===== src/rtl/sync_framed_pixel_receiver_defines.svh =====
// Assertion macros shared by the sync-framed pixel receiver RTL.
// Depends on nothing; each user module must have ports named clock and reset.
`ifndef SYNC_FRAMED_PIXEL_RECEIVER_DEFINES_SVH
`define SYNC_FRAMED_PIXEL_RECEIVER_DEFINES_SVH

// Same-cycle implication, disabled while reset is high.
`define SFPR_ASSERT_NOW(lbl, ante, cons, msg) \
   lbl: assert property (@(posedge clock) disable iff (reset) (ante) |-> (cons)) \
      else $error(msg);

// Next-cycle implication, disabled while reset is high.
`define SFPR_ASSERT_NEXT(lbl, ante, cons, msg) \
   lbl: assert property (@(posedge clock) disable iff (reset) (ante) |=> (cons)) \
      else $error(msg);

`endif


===== src/rtl/sfpr_pkg.sv =====
// Package for the sync-framed pixel receiver: opcodes, event and phase codes,
// register indexes and the structs passed between the submodules. No dependencies.
`default_nettype none

package sfpr_pkg;

   // Item opcodes.
   localparam logic [1:0] OP_BYTE = 2'd0;
   localparam logic [1:0] OP_TICK = 2'd1;
   localparam logic [1:0] OP_READ = 2'd2;

   // Result events.
   localparam logic [1:0] EV_NONE     = 2'd0;
   localparam logic [1:0] EV_GOOD     = 2'd1;
   localparam logic [1:0] EV_CHECKSUM = 2'd2;
   localparam logic [1:0] EV_TIMEOUT  = 2'd3;

   // Receiver phases.
   localparam logic [1:0] PH_SYNC1 = 2'd0;
   localparam logic [1:0] PH_SYNC2 = 2'd1;
   localparam logic [1:0] PH_READ  = 2'd2;

   // Configuration register indexes.
   localparam logic [1:0] REG_LED_COUNT = 2'd0;
   localparam logic [1:0] REG_TIMEOUT   = 2'd1;
   localparam logic [1:0] REG_SYNC1     = 2'd2;
   localparam logic [1:0] REG_SYNC2     = 2'd3;

   // Reset values of the registers.
   localparam logic [9:0]  RST_LED_COUNT = 10'd300;
   localparam logic [15:0] RST_TIMEOUT   = 16'd50;
   localparam logic [7:0]  RST_SYNC1     = 8'hFF;
   localparam logic [7:0]  RST_SYNC2     = 8'hAA;

   // Colour byte lane of the last byte of a pixel.
   localparam logic [1:0] LANE_LAST = 2'd2;

   // Per-item bookkeeping computed at acceptance.
   typedef struct packed {
      logic [1:0]  event_res;
      logic [31:0] good_frames;
      logic [31:0] dropped_frames;
      logic [1:0]  receiver_phase;
      logic        pixel_hit;
   } meta_type;

   // One finished result item.
   typedef struct packed {
      logic [1:0]  event_res;
      logic [7:0]  red;
      logic [7:0]  green;
      logic [7:0]  blue;
      logic [31:0] good_frames;
      logic [31:0] dropped_frames;
      logic [1:0]  receiver_phase;
   } result_type;

endpackage

`default_nettype wire


===== src/rtl/sfpr_outq.sv =====
// Result stage and two-entry output queue; also derives the input ready.
// Uses sfpr_pkg and the defines header.
`default_nettype none
`include "sync_framed_pixel_receiver_defines.svh"

module sfpr_outq (
   input  wire logic               clock,
   input  wire logic               reset,
   input  wire logic               item_accept,
   input  sfpr_pkg::meta_type      meta,
   input  wire logic [7:0]         ram_red,
   input  wire logic [7:0]         ram_green,
   input  wire logic [7:0]         ram_blue,
   output logic                    req_ready,
   output logic                    rsp_valid,
   input  wire logic               rsp_ready,
   output sfpr_pkg::result_type    rsp_item
);

   logic                 p_valid_ff;
   sfpr_pkg::meta_type   p_meta_ff;
   sfpr_pkg::result_type entry_ff [2];
   sfpr_pkg::result_type push_item;
   logic                 wr_ptr_ff;
   logic                 rd_ptr_ff;
   logic [1:0]           count_ff, count_in;
   logic [1:0]           occupancy;
   logic                 pop;

   // The RAM read data is valid in the cycle after acceptance, alongside p_meta_ff.
   always_comb begin
      push_item.event_res      = p_meta_ff.event_res;
      push_item.red            = p_meta_ff.pixel_hit ? ram_red : 8'd0;
      push_item.green          = p_meta_ff.pixel_hit ? ram_green : 8'd0;
      push_item.blue           = p_meta_ff.pixel_hit ? ram_blue : 8'd0;
      push_item.good_frames    = p_meta_ff.good_frames;
      push_item.dropped_frames = p_meta_ff.dropped_frames;
      push_item.receiver_phase = p_meta_ff.receiver_phase;
   end

   assign rsp_valid = (count_ff != 2'd0);
   assign pop       = rsp_valid && rsp_ready;
   assign rsp_item  = entry_ff[rd_ptr_ff];
   assign occupancy = count_ff + {1'b0, p_valid_ff};
   // Items in flight never exceed the two queue entries.
   assign req_ready = (occupancy < 2'd2) || pop;

   always_comb begin
      count_in = count_ff;
      if (p_valid_ff && !pop) begin
         count_in = count_ff + 2'd1;
      end else if (!p_valid_ff && pop) begin
         count_in = count_ff - 2'd1;
      end
   end

   always_ff @(posedge clock) begin
      if (reset) begin
         p_valid_ff <= 1'b0;
         wr_ptr_ff  <= 1'b0;
         rd_ptr_ff  <= 1'b0;
         count_ff   <= 2'd0;
      end else begin
         p_valid_ff <= item_accept;
         count_ff   <= count_in;
         if (p_valid_ff) begin
            wr_ptr_ff <= ~wr_ptr_ff;
         end
         if (pop) begin
            rd_ptr_ff <= ~rd_ptr_ff;
         end
      end
   end

   always_ff @(posedge clock) begin
      if (item_accept) begin
         p_meta_ff <= meta;
      end
      if (p_valid_ff) begin
         entry_ff[wr_ptr_ff] <= push_item;
      end
   end

   `SFPR_ASSERT_NOW(a_occupancy, 1'b1, occupancy <= 2'd2, "output queue overrun")
   `SFPR_ASSERT_NOW(a_ready_full, !req_ready, occupancy == 2'd2 && !pop, "ready low with room left")
   `SFPR_ASSERT_NEXT(a_push_shows, p_valid_ff && !pop, rsp_valid, "pushed item not visible")

endmodule

`default_nettype wire


===== config.mk =====
export PLATFORM = sky130hd
export DESIGN_NAME = sfpr_outq
export DESIGN_NICKNAME = d
export VERILOG_FILES = /design/src/rtl/sfpr_pkg.sv /design/src/rtl/sfpr_outq.sv
export VERILOG_INCLUDE_DIRS = /design/src /design/src/rtl
export SDC_FILE = /design/constraint.sdc
export NUM_CORES = 1
export LEC_CHECK = 0
export ABC_AREA = 1
export BUFFER_PORTS_ARGS = -buffer_cell sky130_fd_sc_hd__buf_2
export CORE_MARGIN = 2
export CORE_UTILIZATION = 50
export DETAILED_ROUTE_END_ITERATION = 12
export PLACE_DENSITY = 0.74
export SLEW_MARGIN = 20
export SYNTH_ARGS = -nofsm -noshare
export SYNTH_HDL_FRONTEND = slang
export SYNTH_SLANG_ARGS = --single-unit

===== constraint.sdc =====
create_clock -name clock -period 6.4 [get_ports clock]
set_input_delay 0.96 -clock clock [delete_from_list [all_inputs] [get_ports clock]]
set_output_delay 0.96 -clock clock [all_outputs]
set_load 0.01 [all_outputs]

# Yosys cells after proc, flatten, opt, wreduce, memory -nomap -nowiden
# Memories as Yosys holds them, arrays and structs flattened. A register that Yosys moved wholly into a read port is not among the register bits.
# Index checks and enable logic that the tools add are counted.
# Widths: inputs -> output; s select.
dict set report totals {
  memories 1
  wordCells 33
  regBits 74
  out_inout_bits 94
  ram_bits 184
}
dict set report op_classes {
  muxes 9
  add_sub_neg 3
  n_reduce_logical 8
  n_lt_le_gt_ge 1
  n_bitwise 2
}
# name depth width read_ports rd_ports_with_merged_regs wr line
set mem_list {}
lappend mem_list {entry_ff 2 92 1 1 1 sfpr_outq.sv:22} ;# sfpr_pkg::result_type entry_ff [2];
# op count
set ops {}
lappend ops {{$mux 8} 3}
lappend ops {{$mux 1} 4}
lappend ops {{$mux 2} 2}
lappend ops {{$reduce_bool 2->1} 2}
lappend ops {{$logic_and 1x1->1} 3}
lappend ops {{$add 2x1->2} 1}
lappend ops {{$add 2x1->2 const B} 1}
lappend ops {{$logic_not 1->1} 2}
lappend ops {{$lt 2x2->1 const B} 1}
lappend ops {{$not 1->1} 2}
lappend ops {{$sub 2x1->2 const B} 1}
lappend ops {{$logic_or 1x1->1} 1}

# Longest topological paths before layout
# Gate-level depths: netlist of run 1.
dict set report logic_depth {
  word_depth 5
  ltp_mapped 10
}

# Worst setup path before layout of run 1
# Ideal clock, no wire load.
dict set report synth_timing {
  kind {flip-flop to flip-flop}
  start {reg p_valid_ff}
  end {mem entry_ff[0][0] (netlist bit) (enable)}
  stages_incl_launch_ff 3
  required_time_ps 5855
  setup_ps 545
  arrival_ps 4275
  period_less_slack_ps 4820
  slack_ps 1580
  path_cell_list {dfxtp_1 > inv_1 > nor2_1}
}
dict set report synth_via {
  elab_chain_cells 2
}
# element line
set synth_rtl {}
lappend synth_rtl {{start, declared} sfpr_outq.sv:20} ;# logic p_valid_ff;
lappend synth_rtl {{start signal, assigned} sfpr_outq.sv:64} ;# p_valid_ff <= item_accept;
lappend synth_rtl {{$mux 1} sfpr_outq.sv:79} ;# if (p_valid_ff) begin
lappend synth_rtl {{$mux 1 (not written as such)} sfpr_outq.sv:80} ;# entry_ff[wr_ptr_ff] <= push_item;
lappend synth_rtl {{end, declared} sfpr_outq.sv:22}
# No other way between the ends.

==> results of run 1 <==
[registers in the layout (all words and copies together), names as in the netlist, named ones only]
signal	cells
count_ff	2
rd_ptr_ff	1
p_meta_ff	69
p_valid_ff	1
wr_ptr_ff	1
entry_ff	184
[metal layers]
layer | up-vias | routed length [um] | part of all wire [%]
met2 | 176 | 8360 | 51
met5 | - | 12 | 0.074
li1 | 2100 | - | -
met3 | 26 | 1140 | 7.0
met4 | 2 | 282 | 1.7
met1 | 2179 | 6470 | 40
[worst max-delay path, stage by stage (launching register included)]
cell and delay [ns]:
dfxtp_4 1.02, buf_4 0.69, mux2_2 0.41, buf_2 0.14
[cell type report]
class / count / area (um2)
clock inverters: 12 / 101
well taps: 234 / 293
inverters: 33 / 126
flip-flops and latches: 259 / 7720
repair buffers: 194 / 1000
diodes: 2 / 5.00
fillers: 1353 / 7260
multi-input cells: 141 / 1550
clock buffers: 35 / 706
[synthesized netlist by cell type, drive strengths merged]
cell type	n	area, um2
nor2	6	22.5
o21ai	2	10.0
nor3	1	5.00
inv	33	124
edfxtp	253	7600
a21oi	3	15.0
ha	1	12.5
nand4	1	6.26
dfxtp	6	120
buf	12	186
nand3	2	10.0
nand2	33	124
mux2	92	1340
[path summary, 6_finish.rpt]
| check | endpoint | slack [ns] | cells after the start |
|---|---|---|---|
| hold reg to reg | entry_ff[0][55] | 0.44 | 0 |
| setup / recovery | rsp_item[81] | 2.61 | 3 |
| setup reg to reg | entry_ff[0][62] | 3.98 | 4 |
| hold / removal | entry_ff[0][55] | 0.44 | 0 |
[kinds of logic after synthesis]
kind of cell / count (synthesis) / share of synthesized area [%]
buf+inv: 45 / 3.24
mux: 92 / 14.0
flops: 259 / 80.6
simple gates: 43 / 1.75
fa+ha+maj: 1 / 0.131
compound gates: 5 / 0.261
[where the power goes]
group          internal, mW  switching [mW]  total, mW
Sequential             1.97          0.0604       2.03
Clock                 0.848           0.568       1.42
Combinational         0.196           0.167      0.363
[stage by stage]
step / instances / worst slack (ns) / power, mW / utilization [%]
2_1_floorplan: 445 / 1.58 / 2.30 / -
3_3_place_gp: 860 / 3.14 / 2.41 / 56.8
3_5_place_dp: 860 / 3.10 / 2.43 / 56.8
4_1_cts: 907 / 2.54 / 3.85 / 61.1
5_1_grt: 909 / 2.43 / 3.96 / 61.3
6_report: 910 / 2.61 / 3.81 / 61.3
==> run_results.csv, run 1 <==
group,metric,value,unit
grt,grt_util_all_layers,15.7,%
finish,fin_area,11500,um2
worst_setup_path,worstPathArrival,2.83,ns
die,dieHeight,142,um
detailed_routing,num_vias,4483,
finish,nets,753,
grt,use_met2,27.9,%
die,num_rows,50,
logic_synthesis,synthCells,445,
die,io_pins,191,
grt,busiest_layer,"met2",
outcome,status,"finished clean",
detailed_routing,final_antenna_net_count,0,
cts,clk_pin_slew,0.06,ns
cts,post_cts_buffers,0,
cts,cts_tree,"built",
sta,fmax,0.264,GHz
cts,cts_made_buffers,26,
sta,fin_crit_sh,59.2,%
cts,cts_buffer_depth,3,
worst_setup_path,crit_type,"register to output port",
cts,cts_resized,0,
worst_setup_path,rr_startpoint,"p_valid_ff",
sta,finalSetupViolCount,0,
logic_synthesis,syn-num-nets,543,
sta,tightest_slew,1.00,ns
cts,clock-sinks,259,
die,initial_core_util,51.0,%
logic_synthesis,ys_seq_area_share,80.6,%
placed_design,dpl_cell_area,10700,um2
worst_setup_path,startpoint_type,"register",
pwr,p_leak,4.54,nW
grt,met3_usage,4.27,%
finish,final_cell_mix,"edfxtp_1 (253), buf_2 (189), mux2_4 (80)",
logic_synthesis,synth-seq-cells,259,
finish,layout-drive-gt1-share,47.6,%
sta,finalSetupTns,0,ns
detailed_routing,route.detailed.drc,0,
grt,grtUsageMet1,18.7,%
finish,layout_commonest_cell,"edfxtp_1",
worst_hold_path,min_path_type,"register to register",
finish,area_delta_synth_final,20.2,%
job,max-cap-violations,0,
pwr,p_per_area,331,nW/um2
cts,htree_levels,1,
placed_design,port-buffer-count,190,
grt,grt_overflow_total,0,
cts,clk_latency,0.51,ns
die,core-area,18800,um2
sta,hold_violations,0,
cts,cts-root-buf,"clkbuf_16",
detailed_routing,via_per_inst,4.93,
logic_synthesis,yosys_warnings,0,
detailed_routing,drtIter0Drc,227,
sta,slew_headroom,33.4,%
logic_synthesis,syn_avg_cell_area,21.5,um2
logic_synthesis,synth_cell_types,16,
sta,clock_skew,0.0109,ns
sta,rsz0062_at_grt,"no",
pwr,ir_drop,265,uV
sta,finalMaxSlewViolations,0,
grt,grt_pass1_vias,4860,
worst_setup_path,required,5.44,ns
placed_design,post-dp-hpwl,10200,um
grt,antenna_found_initial,3,
detailed_routing,first_pass_iters,4,
sta,whs,0.443,ns
cts,cts_hold_buf,0,
sta,min_period,3.79,ns
logic_synthesis,synth_area,9570,um2
die,die-area,20300,um2
worst_hold_path,hp-start,"p_meta_ff[56]",
grt,grt_pass1_wl,24500,um
placed_design,gp_congestion,0.740,
detailed_routing,drt-wirelength-per-cell,17.9,um
detailed_routing,routed_wl,16300,um
grt,grt_max_degree,71,
worst_setup_path,cp-end-kind,"output port",
die,die_x,142,um
worst_setup_path,cp_max_fo,54,
Note: power is estimated with default switching activity, not from simulation.
==> run 2: changes to the inputs <==
--- a/config.mk
+++ b/config.mk
@@ -9,9 +9,9 @@
 export ABC_AREA = 1
 export BUFFER_PORTS_ARGS = -buffer_cell sky130_fd_sc_hd__buf_2
 export CORE_MARGIN = 2
-export CORE_UTILIZATION = 50
+export CORE_UTILIZATION = 49
 export DETAILED_ROUTE_END_ITERATION = 12
-export PLACE_DENSITY = 0.74
+export PLACE_DENSITY = 0.75
 export SLEW_MARGIN = 20
 export SYNTH_ARGS = -nofsm -noshare
 export SYNTH_HDL_FRONTEND = slang
==> constraint.sdc (replaced) <==
create_clock -name clock -period 3.46 [get_ports clock]
set_input_delay 0.519 -clock clock [delete_from_list [all_inputs] [get_ports clock]]
set_output_delay 0.519 -clock clock [all_outputs]
set_load 0.01 [all_outputs]
==> run 2 against run 1 <==
Flip-flop and latch count unchanged. Total power increased by 87%. Non-clock buffer count increased by 2. Clock-buffer cell count increased by 2. Critical path depth unchanged. Die area increased by 2.0%. Clock power increased by 90%. Worst hold slack got worse by 0.26 ns. Global-route usage decreased by 0.55 points. Clock skew decreased by 0.0044 ns. Combinational power increased by 89%. Via count increased by 1.1%. Critical endpoint is now rsp_item[50].
==> run_results.csv, run 2 (synthesis results as in run 1) <==
group,metric,value,unit
finish,nets,755,
cts,clk_pin_slew,0.06,ns
cts,cts_buffer_depth,3,
pwr,p_leak,4.57,nW
sta,fmax,0.366,GHz
sta,finalSetupViolCount,0,
die,io_pins,191,
placed_design,port-buffer-count,190,
grt,grt_util_all_layers,15.1,%
worst_setup_path,cp_max_fo,37,
die,dieHeight,144,um
worst_setup_path,crit_family,"flip-flops",
sta,hold_violations,0,
finish,regMostFlops,"entry_ff",
sta,min_period,2.73,ns
worst_setup_path,cp-end-kind,"output port",
die,die_x,144,um
grt,grt_overflow_total,0,
worst_hold_path,min_path_type,"primary input to register",
sta,finalSetupTns,0,ns
grt,antenna_found_initial,4,
sta,clock_skew,0.00649,ns
worst_setup_path,startpoint_type,"register",
detailed_routing,num_vias,4531,
grt,grt_max_degree,71,
sta,rsz0062_at_grt,"no",
placed_design,gp_congestion,0.755,
sta,fin_crit_sh,78.9,%
pwr,p_per_area,615,nW/um2
cts,htree_levels,1,
worst_setup_path,critical_path.cell_chain,"buf_4 -> mux2_4 -> buf_2",
worst_setup_path,r2r_cells,3,
cts,cts-root-buf,"clkbuf_16",
cts,clk_latency,0.51,ns
sta,tightest_slew,0.983,ns
cts,post_cts_buffers,0,
detailed_routing,via_per_inst,4.81,
worst_setup_path,worstPathArrival,2.21,ns
worst_setup_path,path_depth,3,
cts,cts_resized,0,
sta,slew_headroom,34.5,%
pwr,ir_drop,425,uV
finish,area_delta_synth_final,21.0,%
finish,layout.cells.non_filler,942,
worst_setup_path,crit_type,"register to output port",
die,num_rows,51,
detailed_routing,route.detailed.drc,0,
worst_setup_path,crit_path_top_delay_cell,"dfxtp_4",
worst_hold_path,min_path_cells,1,
finish,final_util,59.9,%
detailed_routing,final_antenna_net_count,0,
die,die-area,20700,um2
sta,finalMaxSlewViolations,0,
detailed_routing,routed_wl,16200,um
grt,grt_pass1_wl,24000,um
finish,largest_reg_flops,184,
die,initial_core_util,49.5,%
detailed_routing,drtIter0Drc,168,
pwr,power.total,7.12,mW
detailed_routing,first_pass_iters,4,
worst_setup_path,max_stage_delay,0.76,ns
detailed_routing,drt-wirelength-per-cell,17.2,um
job,max-cap-violations,0,
finish,layout-drive-gt1-share,48.4,%
cts,clock-sinks,259,
worst_setup_path,cp_num_buf_inv,2,
placed_design,post-dp-hpwl,10300,um
cts,cts_hold_buf,0,
outcome,status,"finished clean",
grt,grt_pass1_vias,4729,
finish,final_cell_mix,"edfxtp_1 (253), buf_2 (189), mux2_4 (80)",
finish,layout_commonest_cell,"edfxtp_1",
finish,reg_top3,"entry_ff x184, p_meta_ff x69, count_ff x2",
placed_design,dp.cells,894,
die,core-area,19300,um2
worst_setup_path,required,2.94,ns
cts,cts_made_buffers,26,
cts,cts_tree,"built",
## run 2: cell count changes in the layout (fill, tap and decap cells not counted), sizes merged
cell      change
clkinv        -4
buf           +2
clkbuf        +2
clkinvlp      +1
## run 2: power breakdown
group | leakage [nW] | internal, mW | switching, mW | total (mW)
clock | 0.407 | 1.63 | 1.07 | 2.70
sequential | 2.42 | 3.64 | 0.0944 | 3.73
combinational | 1.74 | 0.362 | 0.324 | 0.686
## run 2: area by class of cell
class                      count  area (um2)
clock buffer                  37         743
fill                        1431        7750
multi-input combinational    141        1550
inverter                      33         126
sequential                   259        7720
tap                          265         332
antenna                        2        5.00
timing repair buffer         196        1010
clock inverter                 9        93.8
## run 2: metal layers
| metal | global-route usage [%] | vias up | routed length (um) |
|---|---|---|---|
| met1 | 18.2 | 2253 | 6540 |
| li1 | - | 2104 | - |
| met4 | 4.49 | 4 | 239 |
| met3 | 4.43 | 28 | 1050 |
| met5 | 0 | - | 27 |
| met2 | 26.4 | 142 | 8340 |
## run 2: through the flow
step / hold WS (ns) / area, um2 / setup slack (ns)
3_3_place_gp: 0.422 / 10700 / 1.26
2_1_floorplan: 0.421 / 9570 / 0.221
3_5_place_dp: 0.430 / 10700 / 1.23
5_1_grt: 0.152 / 11600 / 0.615
4_1_cts: 0.154 / 11600 / 0.675
6_report: 0.184 / 11600 / 0.728
## run 2: path summary, 6_finish.rpt
| check | from | endpoint | slack [ns] |
|---|---|---|---|
| worst min register to register | p_meta_ff[64] | entry_ff[1][63] | 0.44 |
| worst max-delay path | register | rsp_item[50] | 0.73 |
| worst min-delay path | meta[11] | p_meta_ff[11] | 0.18 |
| worst max register to register | p_valid_ff | entry_ff[0][17] | 1.42 |
## run 2: worst register-to-register path, stage by stage (launching register included)
cell and delay [ns]:
dfxtp_1 0.40, inv_1 0.10, nor2_4 0.57, buf_4 0.59
==> run 3: changes to the inputs <==
==> constraint.sdc (replaced) <==
create_clock -name clock -period 2.5 [get_ports clock]
set_input_delay 0.375 -clock clock [delete_from_list [all_inputs] [get_ports clock]]
set_output_delay 0.375 -clock clock [all_outputs]
set_load 0.01 [all_outputs]
==> run 3 against run 2 <==
Flip-flop and latch count unchanged. Critical path type unchanged. Highest routed layer unchanged. Final cell count up 0.21%. Final area up 0.15%. Total power up 35%. Clock power up 30%. Register-to-register slack worse by 0.41 ns.
==> run_results.csv, run 3 (synthesis results as in run 1) <==
group,metric,value,unit
pwr,seqPwrFrac,53.1,%
worst_setup_path,cp-end-kind,"output port",
worst_setup_path,crit_path_top_delay_cell,"mux2_2",
worst_setup_path,startpoint_type,"register",
finish,area_delta_synth_final,21.2,%
worst_setup_path,required,2.12,ns
pwr,power_frac_clock,36.4,%
die,dieHeight,144,um
die,io_pins,191,
detailed_routing,num_vias,4519,
detailed_routing,first_pass_iters,4,
outcome,status,"finished clean",
finish,nets,760,
sta,hold_violations,0,
finish,largest_reg_flops,184,
die,core-area,19300,um2
worst_setup_path,regToRegSetupSlack,1.01,ns
die,num_rows,51,
finish,regMostFlops,"entry_ff",
sta,clock_skew,0.0106,ns
cts,cts-root-buf,"clkbuf_16",
pwr,intPower,7.58,mW
placed_design,dpl_cell_area,10800,um2
sta,fmax,0.442,GHz
pwr,swShare,21.3,%
pwr,ir_drop,623,uV
worst_setup_path,max_stage_delay,0.40,ns
detailed_routing,wl_met3,1300,um
die,die-area,20700,um2
grt,grt_overflow_total,0,
pwr,p_per_area,831,nW/um2
cts,htree_levels,1,
cts,clock-sinks,259,
detailed_routing,route.detailed.drc,0,
finish,reg_top3,"entry_ff x184, p_meta_ff x69, count_ff x2",
sta,min_period,2.26,ns
detailed_routing,drt-wirelength-per-cell,16.9,um
finish,layout-drive-gt1-share,47.9,%
pwr,p_switching,2.05,mW
finish,layout_commonest_cell,"edfxtp_1",
cts,clk_latency,0.52,ns
job,max-cap-violations,0,
worst_hold_path,min_path_type,"primary input to register",
die,initial_core_util,49.5,%
detailed_routing,wirelength_met1,6410,um
worst_setup_path,worstPathArrival,1.89,ns
sta,rsz0062_at_grt,"no",
finish,layout.cells.non_filler,944,
worst_setup_path,crit_type,"register to output port",
detailed_routing,drtIter0Drc,202,
cts,clk_pin_slew,0.06,ns
die,die_x,144,um
detailed_routing,via_per_inst,4.79,
sta,tightest_slew,0.779,ns
detailed_routing,routed_wl,16000,um
sta,finalMaxSlewViolations,0,
placed_design,post-dp-hpwl,10400,um
placed_design,gp_congestion,0.695,
pwr,p_comb_share,10.4,%
finish,fill_cells,1455,
placed_design,dp.cells,897,
grt,grt_util_all_layers,15.1,%
worst_setup_path,cp_max_fo,67,
grt,grt_pass1_vias,4684,
grt,grt_pass1_wl,23800,um
worst_setup_path,critical_path.cell_chain,"buf_12 -> mux2_2 -> buf_2",
sta,fin_crit_sh,90.4,%
detailed_routing,wl_met2,7920,um
grt,antenna_found_initial,3,
cts,cts_tree,"built",
finish,fin_area,11600,um2
placed_design,port-buffer-count,190,
sta,finalSetupTns,0,ns
worst_setup_path,crit_family,"buffers and inverters",
sta,slew_headroom,48.1,%
finish,final_cell_mix,"edfxtp_1 (253), buf_2 (189), mux2_4 (80)",
grt,grt_max_degree,68,
worst_setup_path,cp_num_buf_inv,2,
pwr,p_leak,4.56,nW
detailed_routing,highest_layer,"met5",
sta,finalSetupViolCount,0,
cts,cts_resized,0,
detailed_routing,final_antenna_net_count,0,
cts,cts_buffer_depth,3,
cts,cts_made_buffers,25,
run 3: cell count changes in the layout (fill, tap and decap cells not counted):
cell | previous run | this run
diode_2 | 2 | 1
clkbuf_16 | 27 | 25
inv_16 | 0 | 1
buf_12 | 1 | 4
clkinv_1 | 3 | 7
dlygate4sd3_1 | 0 | 3
inv_4 | 1 | 0
clkbuf_1 | 7 | 5
clkbuf_8 | 3 | 0
run 3: worst paths after layout:
check                 from               to  cells after the start
min               meta[41]    p_meta_ff[41]                      1
min reg2reg  p_meta_ff[32]  entry_ff[0][31]                      0
max reg2reg     p_valid_ff   entry_ff[0][9]                      3
max               register     rsp_item[81]                      3
run 3: per-stage QoR:
stage,setup slack [ns],total power [mW],utilization (%),hold slack [ns]
final,0.239,9.64,60.0,0.0262
after global routing,0.169,10.0,60.0,0.000214
after CTS,0.225,9.76,59.8,0.000512
after detailed placement,0.807,6.23,55.9,0.429
after global placement,0.829,6.19,55.9,0.422
after floorplan,0.289,5.89,-,0.421
run 3: what timing repair did:
item	4_1_cts	5_1_grt
endpoints found under the hold margin	0	3
setup buffers	0	0
hold buffers	0	3
run 3: area by class of cell:
class / count / area, um2 / area share, %
Clock buffer: 30 / 644 / 5.56
Timing Repair Buffer: 202 / 1100 / 9.49
Inverter: 33 / 128 / 1.10
Tap cell: 265 / 332 / 2.86
Antenna cell: 1 / 2.50 / 0.0216
Clock inverter: 13 / 121 / 1.05
Sequential cell: 259 / 7720 / 66.6
Multi-Input combinational cell: 141 / 1550 / 13.4
run 3: routing by layer:
metal / up-vias / global-route usage, %
li1: 2115 / -
met1: 2193 / 18.5
met2: 176 / 26.2
met3: 31 / 4.33
met4: 4 / 4.02
met5: - / 0
run 3: worst reg2reg max path: cells and delay by family, from the launching register on:
kind,cells,cell delay [ns]
buf+inv,2,0.60
flops,1,0.40
simple gates,1,0.10
run 3: power groups by stage:
stage	Sequential [mW]	Clock, mW	Combinational (mW)
final	5.12	3.51	1.01
after global routing	5.14	3.80	1.08
after CTS	5.12	3.62	1.02
after detailed placement	5.22	0	1.01
after global placement	5.19	0	0.995
after floorplan	5.17	0	0.717
