### config.mk
export PLATFORM = sky130hd
export DESIGN_NAME = sfpr_ctrl
export DESIGN_NICKNAME = d
export VERILOG_FILES = /design/src/rtl/sfpr_pkg.sv /design/src/rtl/sfpr_ctrl.sv
export VERILOG_INCLUDE_DIRS = /design/src /design/src/rtl
export SDC_FILE = /design/constraint.sdc
export NUM_CORES = 1
export LEC_CHECK = 0
export BUFFER_PORTS_ARGS = -buffer_cell sky130_fd_sc_hd__clkbuf_2
export CORE_MARGIN = 2
export CORE_UTILIZATION = 35
export DETAILED_ROUTE_END_ITERATION = 6
export SLEW_MARGIN = 20
export SYNTH_ARGS = -nofsm -noshare
export SYNTH_HDL_FRONTEND = slang
export SYNTH_SLANG_ARGS = --single-unit
### constraint.sdc
create_clock -name clock -period 6 [get_ports clock]
set_clock_uncertainty 0.15 [all_clocks]
set_input_delay 0 -clock clock [delete_from_list [all_inputs] [get_ports clock]]
set_output_delay 0 -clock clock [all_outputs]
set_load 0.02 [all_outputs]
### src/rtl/sync_framed_pixel_receiver_defines.svh
// Assertion macros shared by the sync-framed pixel receiver RTL.
// Depends on nothing; each user module must have ports named clock and reset.
`ifndef SYNC_FRAMED_PIXEL_RECEIVER_DEFINES_SVH
`define SYNC_FRAMED_PIXEL_RECEIVER_DEFINES_SVH

// Same-cycle implication, disabled while reset is high.
`define SFPR_ASSERT_NOW(lbl, ante, cons, msg) \
   lbl: assert property (@(posedge clock) disable iff (reset) (ante) |-> (cons)) \
      else $error(msg);

// Next-cycle implication, disabled while reset is high.
`define SFPR_ASSERT_NEXT(lbl, ante, cons, msg) \
   lbl: assert property (@(posedge clock) disable iff (reset) (ante) |=> (cons)) \
      else $error(msg);

`endif

### src/rtl/sfpr_pkg.sv
// Package for the sync-framed pixel receiver: opcodes, event and phase codes,
// register indexes and the structs passed between the submodules. No dependencies.
`default_nettype none

package sfpr_pkg;

   // Item opcodes.
   localparam logic [1:0] OP_BYTE = 2'd0;
   localparam logic [1:0] OP_TICK = 2'd1;
   localparam logic [1:0] OP_READ = 2'd2;

   // Result events.
   localparam logic [1:0] EV_NONE     = 2'd0;
   localparam logic [1:0] EV_GOOD     = 2'd1;
   localparam logic [1:0] EV_CHECKSUM = 2'd2;
   localparam logic [1:0] EV_TIMEOUT  = 2'd3;

   // Receiver phases.
   localparam logic [1:0] PH_SYNC1 = 2'd0;
   localparam logic [1:0] PH_SYNC2 = 2'd1;
   localparam logic [1:0] PH_READ  = 2'd2;

   // Configuration register indexes.
   localparam logic [1:0] REG_LED_COUNT = 2'd0;
   localparam logic [1:0] REG_TIMEOUT   = 2'd1;
   localparam logic [1:0] REG_SYNC1     = 2'd2;
   localparam logic [1:0] REG_SYNC2     = 2'd3;

   // Reset values of the registers.
   localparam logic [9:0]  RST_LED_COUNT = 10'd300;
   localparam logic [15:0] RST_TIMEOUT   = 16'd50;
   localparam logic [7:0]  RST_SYNC1     = 8'hFF;
   localparam logic [7:0]  RST_SYNC2     = 8'hAA;

   // Colour byte lane of the last byte of a pixel.
   localparam logic [1:0] LANE_LAST = 2'd2;

   // Per-item bookkeeping computed at acceptance.
   typedef struct packed {
      logic [1:0]  event_res;
      logic [31:0] good_frames;
      logic [31:0] dropped_frames;
      logic [1:0]  receiver_phase;
      logic        pixel_hit;
   } meta_type;

   // One finished result item.
   typedef struct packed {
      logic [1:0]  event_res;
      logic [7:0]  red;
      logic [7:0]  green;
      logic [7:0]  blue;
      logic [31:0] good_frames;
      logic [31:0] dropped_frames;
      logic [1:0]  receiver_phase;
   } result_type;

endpackage

`default_nettype wire

### src/rtl/sfpr_ctrl.sv
// Frame receive control: configuration registers, sync/phase tracking,
// checksum, timeout, bank select and counters. Uses sfpr_pkg and the defines header.
`default_nettype none
`include "sync_framed_pixel_receiver_defines.svh"

module sfpr_ctrl #(
   parameter int MAX_LEDS = 512
) (
   input  wire logic                 clock,
   input  wire logic                 reset,
   input  wire logic                 csr_we,
   input  wire logic [1:0]           csr_index,
   input  wire logic [15:0]          csr_wdata,
   input  wire logic                 item_accept,
   input  wire logic [1:0]           opcode,
   input  wire logic [7:0]           rx_byte,
   input  wire logic [8:0]           pixel_index,
   output logic      [2:0]           ram_wr_lane,
   output logic [(MAX_LEDS > 1 ? $clog2(MAX_LEDS) : 1):0] ram_wr_addr,
   output logic      [7:0]           ram_wr_data,
   output logic                      ram_rd_en,
   output logic [(MAX_LEDS > 1 ? $clog2(MAX_LEDS) : 1):0] ram_rd_addr,
   output sfpr_pkg::meta_type        meta
);

   localparam int AW    = (MAX_LEDS > 1) ? $clog2(MAX_LEDS) : 1;
   localparam int LED_W = $clog2(MAX_LEDS + 1);
   localparam int CMP_W = (LED_W > 10) ? LED_W : 10;

   logic [9:0]  led_count_ff;
   logic [15:0] timeout_ff;
   logic [7:0]  sync1_ff;
   logic [7:0]  sync2_ff;

   logic [1:0]       phase_ff, phase_in;
   logic [LED_W-1:0] led_ff, led_in;
   logic [1:0]       lane_ff, lane_in;
   logic [7:0]       parity_ff, parity_in;
   logic [15:0]      ticks_ff, ticks_in;
   logic             bank_ff, bank_in;
   logic             have_ff, have_in;
   logic [31:0]      good_ff, good_in;
   logic [31:0]      drop_ff, drop_in;

   logic [CMP_W-1:0] eff_leds;
   logic [CMP_W-1:0] led_wide;
   logic [CMP_W-1:0] pix_wide;
   logic [31:0]      good_inc;
   logic [31:0]      drop_inc;
   logic [15:0]      ticks_inc;
   logic [1:0]       event_res;
   logic             pixel_hit;

   // Effective LED count: zero acts as one, anything above the store acts as full.
   always_comb begin
      if (led_count_ff == 10'd0) begin
         eff_leds = CMP_W'(1);
      end else if (CMP_W'(led_count_ff) > CMP_W'(MAX_LEDS)) begin
         eff_leds = CMP_W'(MAX_LEDS);
      end else begin
         eff_leds = CMP_W'(led_count_ff);
      end
   end

   assign led_wide  = CMP_W'(led_ff);
   assign pix_wide  = CMP_W'(pixel_index);
   assign good_inc  = (good_ff == 32'hFFFF_FFFF) ? good_ff : good_ff + 32'd1;
   assign drop_inc  = (drop_ff == 32'hFFFF_FFFF) ? drop_ff : drop_ff + 32'd1;
   assign ticks_inc = (ticks_ff == 16'hFFFF) ? ticks_ff : ticks_ff + 16'd1;

   always_comb begin
      phase_in    = phase_ff;
      led_in      = led_ff;
      lane_in     = lane_ff;
      parity_in   = parity_ff;
      ticks_in    = ticks_ff;
      bank_in     = bank_ff;
      have_in     = have_ff;
      good_in     = good_ff;
      drop_in     = drop_ff;
      event_res   = sfpr_pkg::EV_NONE;
      ram_wr_lane = 3'b000;
      ram_rd_en   = 1'b0;
      pixel_hit   = 1'b0;
      if (item_accept) begin
         case (opcode)
            sfpr_pkg::OP_BYTE: begin
               case (phase_ff)
                  sfpr_pkg::PH_SYNC1: begin
                     if (rx_byte == sync1_ff) begin
                        phase_in = sfpr_pkg::PH_SYNC2;
                     end
                  end
                  sfpr_pkg::PH_SYNC2: begin
                     if (rx_byte == sync2_ff) begin
                        phase_in  = sfpr_pkg::PH_READ;
                        led_in    = '0;
                        lane_in   = 2'd0;
                        parity_in = 8'd0;
                        ticks_in  = 16'd0;
                     end else if (rx_byte != sync1_ff) begin
                        phase_in = sfpr_pkg::PH_SYNC1;
                     end
                  end
                  sfpr_pkg::PH_READ: begin
                     // Byte position is tracked as pixel plus lane, so the payload
                     // length check is a compare against the pixel count.
                     if (led_wide < eff_leds) begin
                        ram_wr_lane = 3'b001 << lane_ff;
                        parity_in   = parity_ff ^ rx_byte;
                        if (lane_ff == sfpr_pkg::LANE_LAST) begin
                           lane_in = 2'd0;
                           led_in  = led_ff + LED_W'(1);
                        end else begin
                           lane_in = lane_ff + 2'd1;
                        end
                     end else begin
                        phase_in = sfpr_pkg::PH_SYNC1;
                        if (parity_ff == rx_byte) begin
                           bank_in   = ~bank_ff;
                           have_in   = 1'b1;
                           good_in   = good_inc;
                           event_res = sfpr_pkg::EV_GOOD;
                        end else begin
                           drop_in   = drop_inc;
                           event_res = sfpr_pkg::EV_CHECKSUM;
                        end
                     end
                  end
                  default: begin
                     phase_in = sfpr_pkg::PH_SYNC1;
                  end
               endcase
            end
            sfpr_pkg::OP_TICK: begin
               if (phase_ff == sfpr_pkg::PH_READ) begin
                  ticks_in = ticks_inc;
                  if (ticks_inc > timeout_ff) begin
                     phase_in  = sfpr_pkg::PH_SYNC1;
                     drop_in   = drop_inc;
                     event_res = sfpr_pkg::EV_TIMEOUT;
                  end
               end
            end
            sfpr_pkg::OP_READ: begin
               ram_rd_en = 1'b1;
               pixel_hit = have_ff && (pix_wide < eff_leds);
            end
            default: begin
            end
         endcase
      end
   end

   assign ram_wr_addr = {~bank_ff, led_ff[AW-1:0]};
   assign ram_wr_data = rx_byte;
   assign ram_rd_addr = {bank_ff, pix_wide[AW-1:0]};

   assign meta.event_res      = event_res;
   assign meta.good_frames    = good_in;
   assign meta.dropped_frames = drop_in;
   assign meta.receiver_phase = phase_in;
   assign meta.pixel_hit      = pixel_hit;

   always_ff @(posedge clock) begin
      if (reset) begin
         led_count_ff <= sfpr_pkg::RST_LED_COUNT;
         timeout_ff   <= sfpr_pkg::RST_TIMEOUT;
         sync1_ff     <= sfpr_pkg::RST_SYNC1;
         sync2_ff     <= sfpr_pkg::RST_SYNC2;
      end else if (csr_we) begin
         case (csr_index)
            sfpr_pkg::REG_LED_COUNT: led_count_ff <= csr_wdata[9:0];
            sfpr_pkg::REG_TIMEOUT:   timeout_ff   <= csr_wdata;
            sfpr_pkg::REG_SYNC1:     sync1_ff     <= csr_wdata[7:0];
            sfpr_pkg::REG_SYNC2:     sync2_ff     <= csr_wdata[7:0];
            default: begin
            end
         endcase
      end
   end

   always_ff @(posedge clock) begin
      if (reset) begin
         phase_ff  <= sfpr_pkg::PH_SYNC1;
         led_ff    <= '0;
         lane_ff   <= 2'd0;
         parity_ff <= 8'd0;
         ticks_ff  <= 16'd0;
         bank_ff   <= 1'b0;
         have_ff   <= 1'b0;
         good_ff   <= 32'd0;
         drop_ff   <= 32'd0;
      end else begin
         phase_ff  <= phase_in;
         led_ff    <= led_in;
         lane_ff   <= lane_in;
         parity_ff <= parity_in;
         ticks_ff  <= ticks_in;
         bank_ff   <= bank_in;
         have_ff   <= have_in;
         good_ff   <= good_in;
         drop_ff   <= drop_in;
      end
   end

   `SFPR_ASSERT_NOW(a_write_only_reading, ram_wr_lane != 3'b000, phase_ff == sfpr_pkg::PH_READ, "store written outside a frame")
   `SFPR_ASSERT_NOW(a_one_lane, 1'b1, $onehot0(ram_wr_lane), "more than one colour lane written")
   `SFPR_ASSERT_NEXT(a_bank_flip_good, item_accept && event_res == sfpr_pkg::EV_GOOD, bank_ff != $past(bank_ff) && have_ff, "good frame did not swap banks")

endmodule

`default_nettype wire

* Word level (Yosys, flattened, before mapping) *
Cells that the tools add are included.

word-level totals
  register bits = 146
  input port bits = 41
  output and inout bits = 101
  word-level logic and storage cells = 118

operators by class
  add/subtract/negate cells = 5
  order comparisons = 4
  eq/ne operators = 21
  shifts and indexed selects = 1
  multiplexer cells = 56
  bitwise logic cells = 3
  reduce and logical (&&, ||, !) cells = 15

operators by type and width
  operator                                               number
  2-to-1 mux 32 bit                                      13
  adder 32 x 1 -> 32 bit, second input constant          2
  equality test 32 bit, second input constant            2
  2-to-1 mux 16 bit                                      4
  case mux 32 bit (2 select lines)                       1
  2-to-1 mux 10 bit                                      5
  2-to-1 mux 2 bit                                       16
  case mux 16 bit (2 select lines)                       1
  equality test 8 bit                                    3
  case mux 10 bit (2 select lines)                       1
  adder 16 x 1 -> 16 bit, second input constant          1
  equality test 16 bit, second input constant            1
  greater-than comparator 16 bit                         1
  2-to-1 mux 8 bit                                       2
  case mux 8 bit (2 select lines)                        1
  AND reduction 5 bit                                    3
  2-to-1 mux 3 bit                                       4
  case mux 2 bit (2 select lines)                        3
  adder 10 x 1 -> 10 bit, second input constant          1
  equality test 2 bit, second input constant             5
  greater-than comparator 10 bit, second input constant  1
  zero test 10 bit                                       1
  < comparator 10 bit                                    1
  < comparator 9 x 10 -> 1 bit                           1
  other kinds (15)                                       31

* Logic depth before layout (Yosys ltp) *
Gate-level depths: netlist of the first run.

  depth in word-level cells = 8
  mapped depth = 16
  depth with buffers taken out = 14

* Worst setup path before layout of the first run *
No wires, ideal clock.

  path kind = register to register
  start = register ticks_ff[3]
  end = register drop_ff[0]
  library setup time = 0.121 ns
  arrival = 4.183 ns
  data required time = 5.729 ns
  path slack = 1.546 ns
  cell stages (with the launch flop) = 15
  path buffers = 1
  period minus slack after synthesis = 4.454 ns
  cells stage by stage = dfxtp_1 -> clkbuf_1 -> nand4_1 -> nor4_1 -> nand3_1 -> nor2_1 -> mux2_2 -> ha_1 -> nand4_1 -> or4_1 -> a21oi_1 -> or3_1 -> a32oi_2 -> nor3b_1 -> mux2_2

between the ends
  cells in the longest elaborated chain, start to end = 7
  elaborated cells between the ends (all ways) = 8
  those cells by class = 1 x add/sub; 1 x order compare; 1 x eq/ne; 5 x mux

ends and longest elaborated chain
  element                                                                line              source
  start, declared                                                        sfpr_ctrl.sv:39   logic [15:0] ticks_ff, ticks_in;
  start signal, assigned                                                 sfpr_ctrl.sv:199  ticks_ff <= ticks_in;
  adder 16 x 1 -> 16 bit / equality test 16 bit (equally long branches)  sfpr_ctrl.sv:69   assign ticks_inc = (ticks_ff == 16'hFFFF) ? ticks_ff : ticks_ff + 16'd1;
  2-to-1 mux 16 bit *                                                    sfpr_ctrl.sv:69
  greater-than comparator 16 bit *                                       sfpr_ctrl.sv:138  if (ticks_inc > timeout_ff) begin
  2-to-1 mux 32 bit *                                                    sfpr_ctrl.sv:138
  2-to-1 mux 32 bit *                                                    sfpr_ctrl.sv:136  if (phase_ff == sfpr_pkg::PH_READ) begin
  case mux 32 bit (2 select lines) *                                     sfpr_ctrl.sv:86   case (opcode)
  2-to-1 mux 32 bit *                                                    sfpr_ctrl.sv:85   if (item_accept) begin
  end signal, assigned                                                   sfpr_ctrl.sv:203  drop_ff <= drop_in;
  end, declared                                                          sfpr_ctrl.sv:43   logic [31:0] drop_ff, drop_in;

Every way passes the cells marked *; elsewhere a longest branch is shown, timed or not.
A chain may end at the register's enable or synchronous reset.

==> results.tsv, run 1 <==
metric	value	unit
status	finished clean	
dr.pass1.iters	6	
initial_utilization	35.7	%
drcViolationCount	0	
clkSlewWorstSetupHoldPaths	0.06	ns
yosysWarningCount	0	
synth_seq_cells	146	
final.period_utilization	93.1	%
grt_use_total	18.4	%
gp_congestion	0.890	
intPower	1.67	mW
setup_ws	0.416	ns
avgViaCountPerCell	5.21	
startpoint	ticks_ff[3]	
drt-initial-drc-count	543	
ios	142	
cp.required	5.85	ns
grt_pass1_wl	39500	um
swShare	25.5	%
die_area	27100	sq um
syn_nets	1202	
reg2reg_depth	14	
clk_root_buffer_cell	clkbuf_16	
tightest_slew	1.09	ns
fillers	2596	
setup_violations	0	
place_inst	1523	
layout_common_cells	dfxtp_1, nand2_1, clkbuf_2	
rows	58	
worst_path_most_repeated_cell	nor2_1	
maxSlewViolCount	0	
yosysSeqAreaShare	32.4	%
fp.dieH	165	um
comb_power_share	7.0	%
clkLatencyLatePin	0.44	ns
postRouteAntennaNets	0	
power.density	209	nW/um^2
relSlewSlack	27.1	%
yosysUniqueCellTypes	68	
wirelength	24900	um
rrSetupSlack	0.90	ns
netlist_area	9020	sq um
fmax	179	MHz
crit_arrival	5.43	ns
io_buffer_count	141	
place_ws	0.795	ns
endpoint	meta[7]	
grt_max_degree	94	
tns	0	ns
clock_path_buffers	2	
fin_crit	5.58	ns
crit_path_start_kind	flop	
p_clk_share	48.9	%
yosys_most_used_dff	dfxtp_1	
grt_antenna_before_repair	1	
drive_gt1_share	18.9	%
area_growth	19.0	%
seqPwrFrac	44.1	%
grt_pass1_vias	7799	
reg2reg_to	drop_ff[27]	
cts_tree	built	
hold_violations	0	
rsz0062_at_grt	no	
synthArstFlopShare	0	%
stdcell_count	1587	
slowest_stage	nor4_1	
cp_slowest_stage_delay	0.68	ns
htreeDepth	4	
path_cells	nand4_1 -> nor4_1 -> nand3_1 -> nor2_1 -> mux2_2 -> ha_1 -> nand4_1 -> or4_1 -> nor2_1 -> nor2_1 -> a32oi_4 -> buf_4 -> nor3_1 -> xor2_1 -> clkbuf_2	
crit_path_end_kind	output pin	
fp.coreArea	25300	sq um
globalRouteOverflowTotal	0	
final_common_cell	dfxtp_1	
finalNetCount	1322	
cap_violations	0	
worstSetupPathType	reg2out	
die_w	165	um
synth_area_per_cell	8.03	sq um
syn_inst	1124	
wl_per_cell	15.7	um
p_sw	572	uW
ir_worst_vdd	129	uV
cp_max_fo	14	
dp_hpwl	17900	um
hp-class	in2out	
clock_sinks	146	
r2r_start	ticks_ff[3]	
vias	8268	
synth-edff-count	0	
leakage	4.65	nW
cts_buffers	17	
[state kept, by name (all words and copies together), names as in the netlist]
register and flops:
timeout_ff 16, lane_ff 2, parity_ff 8, ticks_ff 16, led_count_ff 10, bank_ff 1, led_ff 10, sync2_ff 8
sync1_ff 8, phase_ff 2, have_ff 1, good_ff 32, drop_ff 32
[layer usage]
metal	up-vias	share of wire, %	track usage, %	wire (um)
met5	-	0	0	0
met4	0	1.7	5.57	418
met3	24	4.7	3.59	1170
met2	184	46	30.4	11500
met1	3891	48	24.2	11900
li1	4169	-	-	-
[worst min-delay path by stage]
stage,start,endpoint,slack [ns],cells after the start
2_1_floorplan,pixel_index[0],ram_rd_addr[0],-0.04,1
3_3_place_gp,pixel_index[0],ram_rd_addr[0],0.09,2
3_5_place_dp,csr_wdata[14],timeout_ff[14],0.08,3
4_1_cts,pixel_index[5],ram_rd_addr[5],0.09,2
5_1_grt,pixel_index[8],ram_rd_addr[8],0.1,2
6_report,pixel_index[0],ram_rd_addr[0],0.09,2
[through the flow]
step                area, sq um  utilization [%]  hold slack, ns  total power [mW]
floorplan                  9020                -         -0.0374              1.11
global placement           9810             38.8          0.0856              1.15
finish                    10700             42.5          0.0852              2.24
global route              10700             42.5          0.0976              2.32
CTS                       10700             42.4          0.0869              2.26
detailed placement         9810             38.8          0.0826              1.15
[power groups by stage]
stage	Clock [mW]	Sequential [mW]	Combinational, mW
floorplan	0	1.01	0.0989
global placement	0	1.01	0.138
detailed placement	0	1.01	0.140
CTS	1.12	0.988	0.158
global route	1.16	0.988	0.175
finish	1.10	0.988	0.158
[cells by family (layout without fill, tap and decap cells)]
logic type / Yosys count / after routing / share of synthesized area (%)
DFF: 146 / 146 / 32.4
muxes: 54 / 54 / 6.56
xor gates and xnor gates: 93 / 93 / 9.03
buffers and inverters: 111 / 243 / 5.87
AOI/OAI and AO/OA: 159 / 159 / 11.4
adders and majority gates: 37 / 37 / 5.13
and+or+nand+nor: 524 / 524 / 29.7
other: 0 / 1 / 0
[cell usage after synthesis, types with 7 or more instances]
cell	number	area (sq um)
dfxtp_1	146	2920
nand2_1	144	541
nor2_1	96	360
a21oi_1	63	315
nand3_1	57	285
xor2_1	50	438
clkbuf_1	46	173
xnor2_1	43	377
mux2_2	41	462
nor2b_1	39	244
ha_1	37	463
nor3_1	33	165
and2_1	31	194
buf_4	28	210
inv_1	28	105
nand4_1	26	163
and3_1	23	144
o21ai_0	20	100
a31oi_1	15	93.8
mux2i_1	13	130
or4_1	12	90.1
nand3b_1	10	75.1
nor4_1	10	62.6
and4_1	9	78.8
o31ai_1	9	67.6
nand2b_1	8	50.1
o211ai_1	8	60.1
a211oi_1	7	52.6
[worst max-delay path: cells and delay by family (launching register included)]
family | cells | cell delay [ns]
xor gates and xnor gates | 1 | 0.27
AOI/OAI and AO/OA | 1 | 0.58
muxes | 1 | 0.36
adders and majority gates | 1 | 0.31
and+or+nand+nor | 9 | 2.53
buffers and inverters | 2 | 0.53
DFF | 1 | 0.44
[timing repair]
item,in CTS,in global routing
endpoints found under the setup margin,0,3
gates resized for setup,0,2
hold buffers,32,0
endpoints found under the hold margin,70,0
setup buffers,0,0
[cell type report]
type | instances | area (sq um) | area share [%]
diodes | 1 | 2.50 | 0.0233
repair buffers | 183 | 1100 | 10.3
clock buffers | 18 | 439 | 4.09
flip-flops and latches | 146 | 2920 | 27.2
clock inverters | 13 | 149 | 1.39
multi-input cells | 867 | 5600 | 52.1
well taps | 330 | 413 | 3.85
inverters | 29 | 109 | 1.01
(Power assumes the default switching activity.)
==> run 2: changes to the inputs <==
--- a/config.mk
+++ b/config.mk
@@ -7,9 +7,12 @@
 export NUM_CORES = 1
 export LEC_CHECK = 0
 export BUFFER_PORTS_ARGS = -buffer_cell sky130_fd_sc_hd__clkbuf_2
+export CELL_PAD_IN_SITES_DETAIL_PLACEMENT = 1
+export CELL_PAD_IN_SITES_GLOBAL_PLACEMENT = 1
 export CORE_MARGIN = 2
 export CORE_UTILIZATION = 35
 export DETAILED_ROUTE_END_ITERATION = 6
+export PLACE_DENSITY_LB_ADDON = 0.1
 export SLEW_MARGIN = 20
 export SYNTH_ARGS = -nofsm -noshare
 export SYNTH_HDL_FRONTEND = slang
==> constraint.sdc (replaced) <==
create_clock -name clock -period 6 [get_ports clock]
set_clock_uncertainty 0.15 [all_clocks]
set_input_delay 0 -clock clock [delete_from_list [all_inputs] [get_ports clock]]
set_output_delay 0 -clock clock [all_outputs]
set_load 0.005 [all_outputs]
==> run 2 against run 1 <==
Against the previous run: worst hold slack worse by 0.043 ns; final cell count hardly changed; fmax rose by 1.6%; worst setup slack improved by 0.089 ns; global-route usage grew 2.0 points; sequential power barely moved; power is 1.8% lower; register-to-register slack worse by 0.05 ns; clock-buffer cell count rose by 1; routed wire length rose by 9.0%.
==> results.tsv, run 2 (synthesis gave the netlist of run 1 again) <==
metric	value	unit
drive_gt1_share	18.8	%
cp.required	5.85	ns
cts_tree	built	
crit_path_start_kind	flop	
hp-class	in2out	
fp.coreArea	25300	sq um
initial_utilization	35.7	%
fillers	3106	
cp_slowest_stage_delay	0.75	ns
grt_use_total	20.4	%
dr.pass1.iters	7	
p_clk_share	48.2	%
rows	58	
relSlewSlack	26.3	%
status	finished clean	
grt_antenna_before_repair	0	
clkSlewWorstSetupHoldPaths	0.06	ns
power.density	205	nW/um^2
globalRouteOverflowTotal	0	
tns	0	ns
final_common_cell	dfxtp_1	
cap_violations	0	
p_sw	570	uW
slowest_stage	nor4_1	
fin_crit	5.49	ns
fp.dieH	165	um
ir_worst_vdd	114	uV
final.period_utilization	91.6	%
grt_max_degree	78	
placed_cell_area	9800	sq um
intPower	1.63	mW
grt_pass1_wl	43600	um
drt-initial-drc-count	290	
clk_root_buffer_cell	clkbuf_16	
die_area	27100	sq um
wirelength	27200	um
tightest_slew	1.10	ns
clock_path_buffers	2	
vias	8350	
avgViaCountPerCell	5.26	
top_regs	drop_ff (32), good_ff (32)	
gp_congestion	0.803	
cp_max_fo	15	
swShare	25.9	%
path_cells	nand4_1 -> nor4_1 -> nand3_1 -> nor2_1 -> mux2_2 -> ha_1 -> nand4_1 -> or4_1 -> a21oi_1 -> or3_1 -> a32oi_4 -> nor3b_1 -> mux2_2 -> clkbuf_2	
diodes	0	
ios	142	
hold_violations	0	
dp_hpwl	19900	um
design_area	10700	sq um
grt_pass1_vias	8252	
rsz0062_at_grt	no	
drcViolationCount	0	
finalPower	2.20	mW
setup_violations	0	
postRouteAntennaNets	0	
clkLatencyLatePin	0.43	ns
comb_power_share	7.0	%
rrSetupSlack	0.85	ns
htreeDepth	4	
clock_sinks	146	
fin_util	42.5	%
layout_common_cells	dfxtp_1, nand2_1, clkbuf_2	
whs	0.0422	ns
seqPwrFrac	44.8	%
fmax	182	MHz
die_w	165	um
cts_setup_buffers	0	
crit_arrival	5.34	ns
area_growth	18.8	%
maxSlewViolCount	0	
io_buffer_count	141	
leakage	4.65	nW
crit_path_end_kind	output pin	
wl_per_cell	17.1	um
cts_buffers	17	
finalNetCount	1323	
worstSetupPathType	reg2out	
run 2: changes by cell type in the layout (fill, tap and decap cells not counted):
cell,delta
clkbuf_1,+1
buf_4,-1
bufinv_16,-1
nor3b_2,-1
clkinvlp_4,+1
diode_2,-1
dlygate4sd3_1,+2
nor3b_1,+1
run 2: per-stage QoR:
stage / cells / worst slack, ns
2_1_floorplan: 1124 / 1.55
3_3_place_gp: 1522 / 0.878
3_5_place_dp: 1522 / 0.737
4_1_cts: 1588 / 0.336
5_1_grt: 1588 / 0.111
6_report: 1588 / 0.505
run 2: area by class of cell:
class	instances	area [sq um]	share of cell area (%)
inverters	29	109	1.02
clock inverters	13	126	1.18
multi-input cells	867	5590	52.2
flip-flops and latches	146	2920	27.3
repair buffers	184	1120	10.4
well taps	330	413	3.85
clock buffers	19	443	4.13
run 2: path summary, 6_finish.rpt:
kind	to	depth (start not counted)	from
max	meta[4]	14	ticks_ff[3]
min	ram_rd_addr[1]	2	pixel_index[1]
max reg2reg	drop_ff[22]	14	ticks_ff[3]
min reg2reg	have_ff	2	have_ff
run 2: layer usage:
metal	track usage, %	up-vias	share of wire (%)
li1	-	4157	-
met1	26.3	4041	47
met2	35.4	135	48
met3	2.91	17	3.5
met4	5.97	0	1.3
met5	0	-	0
run 2: what timing repair did:
item | CTS | global route
hold buffers | 34 | 0
setup endpoints to repair | 0 | 3
hold endpoints to repair | 61 | 0
gates resized for setup | 0 | 1
run 2: worst max-delay path, delay by kind of cell (launching register included):
kind	cells	cell delay, ns
mux	2	0.78
flops	1	0.45
buf+inv	1	0.12
fa+ha+maj	1	0.31
compound gates	2	0.38
simple gates	8	2.89
run 2: power groups by stage:
stage                     clock network (mW)  registers, mW  logic (mW)
after floorplan                            0           1.01      0.0912
after global placement                     0           1.01       0.135
after detailed placement                   0           1.01       0.138
after CTS                               1.09          0.987       0.156
after global routing                    1.13          0.988       0.174
final                                   1.06          0.987       0.154
